--- src/design/date_validate_day_distance_top_assert.svh ---
// Assertion macros used by the top-level design file.
// Each macro checks a property on the rising edge of clk, idle during reset.
`ifndef DATE_VALIDATE_DAY_DISTANCE_TOP_ASSERT_SVH
`define DATE_VALIDATE_DAY_DISTANCE_TOP_ASSERT_SVH

// The consequent must hold in the same cycle as the antecedent.
`define DVDD_ASSERT_SAME(label, pre, post, msg) \
	label: assert property (@(posedge clk) disable iff (!arst_n) (pre) |-> (post)) \
		else $error(msg);

// The consequent must hold in the cycle after the antecedent.
`define DVDD_ASSERT_NEXT(label, pre, post, msg) \
	label: assert property (@(posedge clk) disable iff (!arst_n) (pre) |=> (post)) \
		else $error(msg);

`endif

--- src/design/dvdd_pkg.sv ---
package dvdd_pkg;

	// Field widths.
	localparam int YEAR_W   = 14;
	localparam int MONTH_W  = 4;
	localparam int DAY_W    = 5;
	localparam int HOUR_W   = 5;
	localparam int MINUTE_W = 6;
	localparam int SECOND_W = 6;
	localparam int STATUS_W = 2;
	localparam int DIST_W   = 22;

	// Day number from 0000-01-01; 23 bits cover every 14-bit year.
	localparam int DN_W    = 23;
	localparam int DOY_W   = 9;
	localparam int QUART_W = YEAR_W - 1;

	// Division by 100 and by 400 through one reciprocal: 41944 is
	// ceil(2^22 / 100) and also ceil(2^24 / 400), exact for 15-bit dividends.
	localparam int RECIP_W = 16;
	localparam logic [RECIP_W-1:0] RECIP_100 = 16'd41944;
	localparam int SH_100  = 22;
	localparam int SH_400  = 24;
	localparam int Q100_W  = 8;
	localparam int Q400_W  = 6;

	localparam logic [YEAR_W-1:0] ROUND_100 = 14'd99;
	localparam logic [YEAR_W-1:0] ROUND_400 = 14'd399;
	localparam logic [YEAR_W-1:0] ROUND_4   = 14'd3;
	localparam logic [DN_W-1:0]   DAYS_PER_YEAR = 23'd365;

	localparam logic [MONTH_W-1:0] MONTH_FEB = 4'd2;
	localparam logic [DAY_W-1:0]   FEB_LEAP_LEN = 5'd29;

	localparam logic [HOUR_W-1:0]   HOUR_MAX   = 5'd23;
	localparam logic [MINUTE_W-1:0] MINUTE_MAX = 6'd59;
	localparam logic [SECOND_W-1:0] SECOND_MAX = 6'd59;

	// Bits of the status code.
	localparam int STATUS_DATE_BIT = 0;
	localparam int STATUS_TIME_BIT = 1;

	// Month length in a common year; zero marks a month that does not exist.
	localparam logic [DAY_W-1:0] MONTH_LEN [16] = '{
		5'd0, 5'd31, 5'd28, 5'd31, 5'd30, 5'd31, 5'd30, 5'd31,
		5'd31, 5'd30, 5'd31, 5'd30, 5'd31, 5'd0, 5'd0, 5'd0
	};

	// Days in a common year before the first of each month.
	localparam logic [DOY_W-1:0] DAYS_BEFORE [16] = '{
		9'd0, 9'd0, 9'd31, 9'd59, 9'd90, 9'd120, 9'd151, 9'd181,
		9'd212, 9'd243, 9'd273, 9'd304, 9'd334, 9'd0, 9'd0, 9'd0
	};

	// Per-stage load enables of the pipeline.
	typedef struct packed {
		logic s1;
		logic s2;
		logic s3;
	} dvdd_adv_t;

endpackage

--- src/design/dvdd_date_pipe.sv ---
module dvdd_date_pipe import dvdd_pkg::*; #(
	parameter int unsigned MAX_YEAR = 9999
) (
	input  logic               clk,
	input  dvdd_adv_t          adv,
	input  logic [YEAR_W-1:0]  year,
	input  logic [MONTH_W-1:0] month,
	input  logic [DAY_W-1:0]   day,
	output logic               ok_s3,
	output logic [DN_W-1:0]    dn_s3
);

	localparam int PW = YEAR_W + 1 + RECIP_W;

	// Stage 1: century quotients by reciprocal multiplication.
	logic [YEAR_W:0]     y99, y399;
	logic [PW-1:0]       p99, p399, p0;
	logic                in_range;

	assign y99  = {1'b0, year} + {1'b0, ROUND_100};
	assign y399 = {1'b0, year} + {1'b0, ROUND_400};
	assign p99  = PW'(y99) * PW'(RECIP_100);
	assign p399 = PW'(y399) * PW'(RECIP_100);
	assign p0   = PW'(year) * PW'(RECIP_100);
	assign in_range = 32'(year) <= 32'(MAX_YEAR);

	logic [YEAR_W-1:0]  y_s1;
	logic [MONTH_W-1:0] m_s1;
	logic [DAY_W-1:0]   d_s1;
	logic               inr_s1;
	logic [Q100_W-1:0]  q100u_s1, q100_s1;
	logic [Q400_W-1:0]  q400u_s1;

	always_ff @(posedge clk) begin
		if (adv.s1) begin
			y_s1     <= year;
			m_s1     <= month;
			d_s1     <= day;
			inr_s1   <= in_range;
			q100u_s1 <= p99[SH_100 +: Q100_W];
			q100_s1  <= p0[SH_100 +: Q100_W];
			q400u_s1 <= p399[SH_400 +: Q400_W];
		end
	end

	// Stage 2: leap rule, date check, day of year and year terms.
	logic               y_div4, y_div100, y_div400, leap;
	logic [DAY_W-1:0]   mlen;
	logic               ok;
	logic [DOY_W-1:0]   doy;
	logic [YEAR_W:0]    y3;
	logic [QUART_W-1:0] yq;
	logic [DN_W-1:0]    ylow;

	assign y_div4   = y_s1[1:0] == 2'b00;
	// y is a multiple of 100 exactly when rounding up adds nothing.
	assign y_div100 = q100u_s1 == q100_s1;
	assign y_div400 = y_div100 && (q100_s1[1:0] == 2'b00);
	assign leap     = (y_div4 && !y_div100) || y_div400;
	assign mlen     = (m_s1 == MONTH_FEB && leap) ? FEB_LEAP_LEN : MONTH_LEN[m_s1];
	assign ok       = inr_s1 && (d_s1 != '0) && (d_s1 <= mlen);
	assign doy      = DAYS_BEFORE[m_s1] + DOY_W'(leap && (m_s1 > MONTH_FEB))
	                + DOY_W'(d_s1) - DOY_W'(1);
	assign y3       = {1'b0, y_s1} + {1'b0, ROUND_4};
	assign yq       = y3[YEAR_W:2] - QUART_W'(q100u_s1) + QUART_W'(q400u_s1);
	assign ylow     = DN_W'(y_s1) * DAYS_PER_YEAR;

	logic               ok_s2;
	logic [DOY_W-1:0]   doy_s2;
	logic [QUART_W-1:0] yq_s2;
	logic [DN_W-1:0]    ylow_s2;

	always_ff @(posedge clk) begin
		if (adv.s2) begin
			ok_s2   <= ok;
			doy_s2  <= doy;
			yq_s2   <= yq;
			ylow_s2 <= ylow;
		end
	end

	// Stage 3: day number.
	always_ff @(posedge clk) begin
		if (adv.s3) begin
			ok_s3 <= ok_s2;
			dn_s3 <= ylow_s2 + DN_W'(yq_s2) + DN_W'(doy_s2);
		end
	end

endmodule

--- src/design/date_validate_day_distance_top.sv ---
// Gregorian date check and day distance.
// Input channel: in_valid / in_ready carry one pair of dates, the first with a
// time of day. Output channel: out_valid / out_ready carry status_a, date_b_ok
// and day_distance, one result for each input transfer, in order.
// status_a bit 0 flags a bad first date, bit 1 a bad time of day. day_distance
// is the absolute day count between the dates, zero if either date is bad.
// The block is a four-stage pipeline: quotients by 100 and 400 through
// reciprocal multipliers, the date check and year terms, the day numbers, and
// the difference into the output register. A result moves through the stage 1,
// 2, 3 and 4 registers after its input transfer; one transfer per cycle is
// sustained while out_ready stays high; the multiplier stage sets the clock.
// Each stage has its own valid bit and loads while it is empty or its
// successor loads, so a stalled receiver holds the output register and the
// pipeline fills behind it before in_ready drops; nothing is lost or repeated.
// Reset clears the valid bits only; the pipeline is empty and ready at once.
module date_validate_day_distance_top import dvdd_pkg::*; #(
	parameter int unsigned MAX_YEAR = 9999
) (
	input  logic                clk,
	input  logic                arst_n,
	input  logic                in_valid,
	output logic                in_ready,
	input  logic [YEAR_W-1:0]   year_a,
	input  logic [MONTH_W-1:0]  month_a,
	input  logic [DAY_W-1:0]    day_a,
	input  logic [HOUR_W-1:0]   hour_a,
	input  logic [MINUTE_W-1:0] minute_a,
	input  logic [SECOND_W-1:0] second_a,
	input  logic [YEAR_W-1:0]   year_b,
	input  logic [MONTH_W-1:0]  month_b,
	input  logic [DAY_W-1:0]    day_b,
	output logic                out_valid,
	input  logic                out_ready,
	output logic [STATUS_W-1:0] status_a,
	output logic                date_b_ok,
	output logic [DIST_W-1:0]   day_distance
);

	`include "date_validate_day_distance_top_assert.svh"

	// Pipeline flow control.
	logic      v_s1, v_s2, v_s3, v_s4;
	logic      rdy1, rdy2, rdy3, rdy4;
	dvdd_adv_t adv;

	assign rdy4     = !v_s4 || out_ready;
	assign rdy3     = !v_s3 || rdy4;
	assign rdy2     = !v_s2 || rdy3;
	assign rdy1     = !v_s1 || rdy2;
	assign in_ready = rdy1;
	assign adv      = '{s1: rdy1, s2: rdy2, s3: rdy3};

	always_ff @(posedge clk or negedge arst_n) begin
		if (!arst_n) begin
			v_s1 <= 1'b0;
			v_s2 <= 1'b0;
			v_s3 <= 1'b0;
			v_s4 <= 1'b0;
		end else begin
			if (rdy1) v_s1 <= in_valid;
			if (rdy2) v_s2 <= v_s1;
			if (rdy3) v_s3 <= v_s2;
			if (rdy4) v_s4 <= v_s3;
		end
	end

	// Date pipes for both dates.
	logic            ok_a_s3, ok_b_s3;
	logic [DN_W-1:0] dn_a_s3, dn_b_s3;

	dvdd_date_pipe #(.MAX_YEAR(MAX_YEAR)) u_pipe_a (
		.clk   (clk),
		.adv   (adv),
		.year  (year_a),
		.month (month_a),
		.day   (day_a),
		.ok_s3 (ok_a_s3),
		.dn_s3 (dn_a_s3)
	);

	dvdd_date_pipe #(.MAX_YEAR(MAX_YEAR)) u_pipe_b (
		.clk   (clk),
		.adv   (adv),
		.year  (year_b),
		.month (month_b),
		.day   (day_b),
		.ok_s3 (ok_b_s3),
		.dn_s3 (dn_b_s3)
	);

	// Time-of-day check, carried alongside the date pipes.
	logic t_ok_s1, t_ok_s2, t_ok_s3;

	always_ff @(posedge clk) begin
		if (rdy1) t_ok_s1 <= (hour_a <= HOUR_MAX) && (minute_a <= MINUTE_MAX)
		                     && (second_a <= SECOND_MAX);
		if (rdy2) t_ok_s2 <= t_ok_s1;
		if (rdy3) t_ok_s3 <= t_ok_s2;
	end

	// Stage 4: status and absolute distance into the output register.
	logic [DN_W-1:0]     diff;
	logic [STATUS_W-1:0] status;

	assign diff = (dn_a_s3 > dn_b_s3) ? (dn_a_s3 - dn_b_s3) : (dn_b_s3 - dn_a_s3);

	always_comb begin
		status                  = '0;
		status[STATUS_DATE_BIT] = !ok_a_s3;
		status[STATUS_TIME_BIT] = !t_ok_s3;
	end

	logic [STATUS_W-1:0] status_s4;
	logic                b_ok_s4;
	logic [DIST_W-1:0]   dist_s4;

	always_ff @(posedge clk) begin
		if (rdy4) begin
			status_s4 <= status;
			b_ok_s4   <= ok_b_s3;
			dist_s4   <= (ok_a_s3 && ok_b_s3) ? diff[DIST_W-1:0] : '0;
		end
	end

	assign out_valid    = v_s4;
	assign status_a     = status_s4;
	assign date_b_ok    = b_ok_s4;
	assign day_distance = dist_s4;

	// Checks on the pipeline and the result.
	`DVDD_ASSERT_SAME(a_dist_zero_on_bad, out_valid && (status_a[STATUS_DATE_BIT] || !date_b_ok), day_distance == '0, "distance not zero for an invalid date")
	`DVDD_ASSERT_NEXT(a_in_fills_s1, in_valid && in_ready, v_s1, "input transfer did not reach stage 1")
	`DVDD_ASSERT_NEXT(a_s3_held, v_s3 && !rdy3, v_s3 && $stable(dn_a_s3) && $stable(dn_b_s3), "stalled stage 3 lost its item")

endmodule

--- config.mk ---
export PLATFORM = sky130hd
export DESIGN_NAME = date_validate_day_distance_top
export DESIGN_NICKNAME = d
export VERILOG_FILES = /design/src/design/dvdd_pkg.sv /design/src/design/dvdd_date_pipe.sv /design/src/design/date_validate_day_distance_top.sv
export VERILOG_INCLUDE_DIRS = /design/src /design/src/design
export SDC_FILE = /design/constraint.sdc
export NUM_CORES = 2
export LEC_CHECK = 0
export BUFFER_PORTS_ARGS = -buffer_cell sky130_fd_sc_hd__buf_2
export CORE_UTILIZATION = 25
export CTS_CLUSTER_DIAMETER = 120
export DETAILED_ROUTE_END_ITERATION = 8
export PLACE_DENSITY = 0.36
export SLEW_MARGIN = 20
export SYNTH_ARGS = -nofsm -noshare
export SYNTH_HDL_FRONTEND = slang
export SYNTH_HIERARCHICAL = 1
export SYNTH_SLANG_ARGS = --single-unit
--- constraint.sdc ---
create_clock -name clk -period 12.5 [get_ports clk]
set_input_delay 0.625 -clock clk [delete_from_list [all_inputs] [get_ports clk]]
set_output_delay 0.625 -clock clk [all_outputs]
set_load 0.01 [all_outputs]
==> flow_metrics.tcl <==
set metrics [dict create \
    io_pins 94 \
    max_freq_mhz 127 \
    globalRouteTotalUtil 0.122 \
    root_buffer "clkbuf_16" \
    synthFlopType "edfxtp_1" \
    place_congestion 0.804 \
    worstPathArrival_ns 8.27 \
    syn_nets 5771 \
    overflow 0 \
    slew_headroom 0.310 \
    die-area_um2 175000 \
    netlist_instances 4296 \
    firstDrtPassIters 5 \
    async_reset_ff_frac 0.0152 \
    syn_to_final_growth_pct 10.5 \
    slowest_delay_ns 0.61 \
    min_path_type "in2reg" \
    layoutNonFillerInstCount 6752 \
    crit_family "adder cells" \
    synth_simple_gate_area_frac 0.0666 \
    fin_crit_sh 0.628 \
    dp_hpwl_um 91400 \
    path_class "in2reg" \
    path_depth 26 \
    placed_cells 6681 \
    insertion_delay_ns 0.56 \
    port_buffers 86 \
    fin_hold_ws_ns 0.244 \
    ys_seq_elements 264 \
    wl_per_cell_um 15.4 \
    min_period_ns 7.85 \
    cts_setup_buffers 0 \
    cp.required_ns 12.92 \
    holdPathStages 1 \
    die_y_um 418 \
    syn_area_um2 43400 \
    cp_max_fo 11 \
    ys_top_cells_by_area "ha_1 (26%), fa_1 (24%), edfxtp_1 (18%)" \
    grt_max_degree 55 \
    synth_top_area_frac 0.259 \
    cts-buffers-inserted 38 \
    routed_via_density 4.13 \
    grt_util_met3 0.00849 \
    yosysMostFrequentCell "inv_1" \
    nFillCells 18400 \
    skew_ns 0.0172 \
    drcViolationCount 0 \
    muxShareOfSynthArea 0.00713 \
    critical-path-slowest-cell "xnor2_1" \
    synth_compound_area_frac 0.0906 \
    ys_warn_count 6 \
    r2r_slack_ns 7.63 \
    postRouteAntennaNets 0 \
    cts_max_path_buffers 3 \
    clk_pin_slew_ns 0.05 \
    vias 27900 \
    synth_edf_count 260 \
    critPathLaunchType "input port" \
    synth_commonest_cells "inv_1 (1134), ha_1 (898), fa_1 (510)" \
    fin_tns_setup_ns 0 \
    core_area_um2 172000 \
    ys_seq_area_frac 0.182 \
    path_common_cell "inv_1" \
    grt_antenna_before_repair 3 \
    drt-total-wl_um 104000 \
    met2_usage 0.195 \
    status "finished, final reports clean" \
    drv_cap 0 \
    fp-row-count 152 \
    tightest_slew_ns 1.03 \
    htreeDepth 2 \
    setup_viol 0 \
    met1_usage 0.181 \
    die_w_um 418 \
    synth_area_leader_cell "ha_1" \
    finalHoldViolCount 0 \
    grt_pass1_wl_um 169000 \
    start_util 0.252 \
    critPathBufInv 7 \
    layout-drive-gt1-share 0.0507 \
    rsz0062_at_grt "no" \
    top_usage_layer "met2" \
    slew_violations 0 \
    cts.sinks 264 \
    synth_area_per_cell_um2 10.1 \
    tritoncts "yes" \
    layout.nets 5887 \
    cts.repair.resized 0 \
    endpoint_kind "register" \
    synth_top_family_by_area "adder cells" \
    synthXorXnorAreaFrac 0.0564 \
    drtIter0Drc 968 \
    grt_pass1_vias 29900 \
    synth.distinct_cells 103 \
    reg2reg_depth 14 \
    yosys.area_share.adder 0.495 \
]
-- cell families after synthesis --
family / after synthesis
adder cells (fa/ha/maj): 1408
buffers and inverters: 1167
AO/OA/AOI/OAI: 575
AND/OR/NAND/NOR: 580
flip-flops: 264
XOR/XNOR: 273
multiplexers: 29
-- through the flow --
| step | setup slack, ns | utilization | cell area [um^2] |
|---|---|---|---|
| final | 4.65 | 0.279 | 47900 |
| after global routing | 4.00 | 0.279 | 47900 |
| after CTS | 4.53 | 0.279 | 47900 |
| after detailed placement | 3.95 | 0.272 | 46700 |
| after global placement | 4.02 | 0.272 | 46700 |
| after floorplan | 5.79 | - | 43400 |
-- final timing paths --
path                                   from                    to
max in group asynchronous            arst_n                  v_s3
setup / recovery                  year_b[0]  u_pipe_b/q100u_s1[4]
min in group asynchronous            arst_n             out_valid
setup reg to reg           u_pipe_b/y_s1[1]  u_pipe_b/ylow_s2[21]
hold reg to reg                     t_ok_s1               t_ok_s2
hold / removal                   month_a[1]      u_pipe_a/m_s1[1]
-- final cells by class --
cell class	count	area (um^2)	share of cell area
antenna	2	5.00	0.000104
clock buffer	42	987	0.0206
clock inverter	26	241	0.00504
inverter	1136	4260	0.0890
multi-input combinational	2865	31000	0.648
sequential	264	7910	0.165
tap	2310	2890	0.0603
timing repair buffer	107	591	0.0123
-- state kept, by name (all words and copies together) (netlist names), 13 cells and up --
signal and cells:
u_pipe_b/yq_s2 13, u_pipe_a/y_s1 14, u_pipe_b/ylow_s2 23, u_pipe_a/ylow_s2 23, u_pipe_b/y_s1 14, u_pipe_a/yq_s2 13, u_pipe_a/dn_s3 23, day_distance 22
u_pipe_b/dn_s3 23
-- per-layer routing --
| metal | share of wire | vias up | wire length, um |
|---|---|---|---|
| met1 | 0.53 | 13400 | 54800 |
| met2 | 0.45 | 185 | 46400 |
| li1 | - | 14200 | - |
| met3 | 0.015 | 64 | 1590 |
| met4 | 0.013 | 0 | 1330 |
| met5 | 0 | - | 0 |
-- timing repair --
action | in CTS | in global routing
endpoints found under the hold margin | 4 | 0
hold buffers | 1 | 0
endpoints found under the setup margin | 0 | 0
-- layout by cell type, fill, tap and decap left out, drive strengths merged, types with 31 or more instances in the layout --
cell type  instances
edfxtp           260
clkbuf            42
nor2             176
fa               510
o21a              36
xor2              50
a21oi            162
inv             1139
ha               898
buf              106
xnor2            223
o21ai             95
nor3              39
a21o              60
nand3             53
nand2            120
nor2b             42
nand4             31
Power is left out: the tool's default activity adds up to more than one toggle a clock period on the data nets, which glitch-free logic cannot reach.
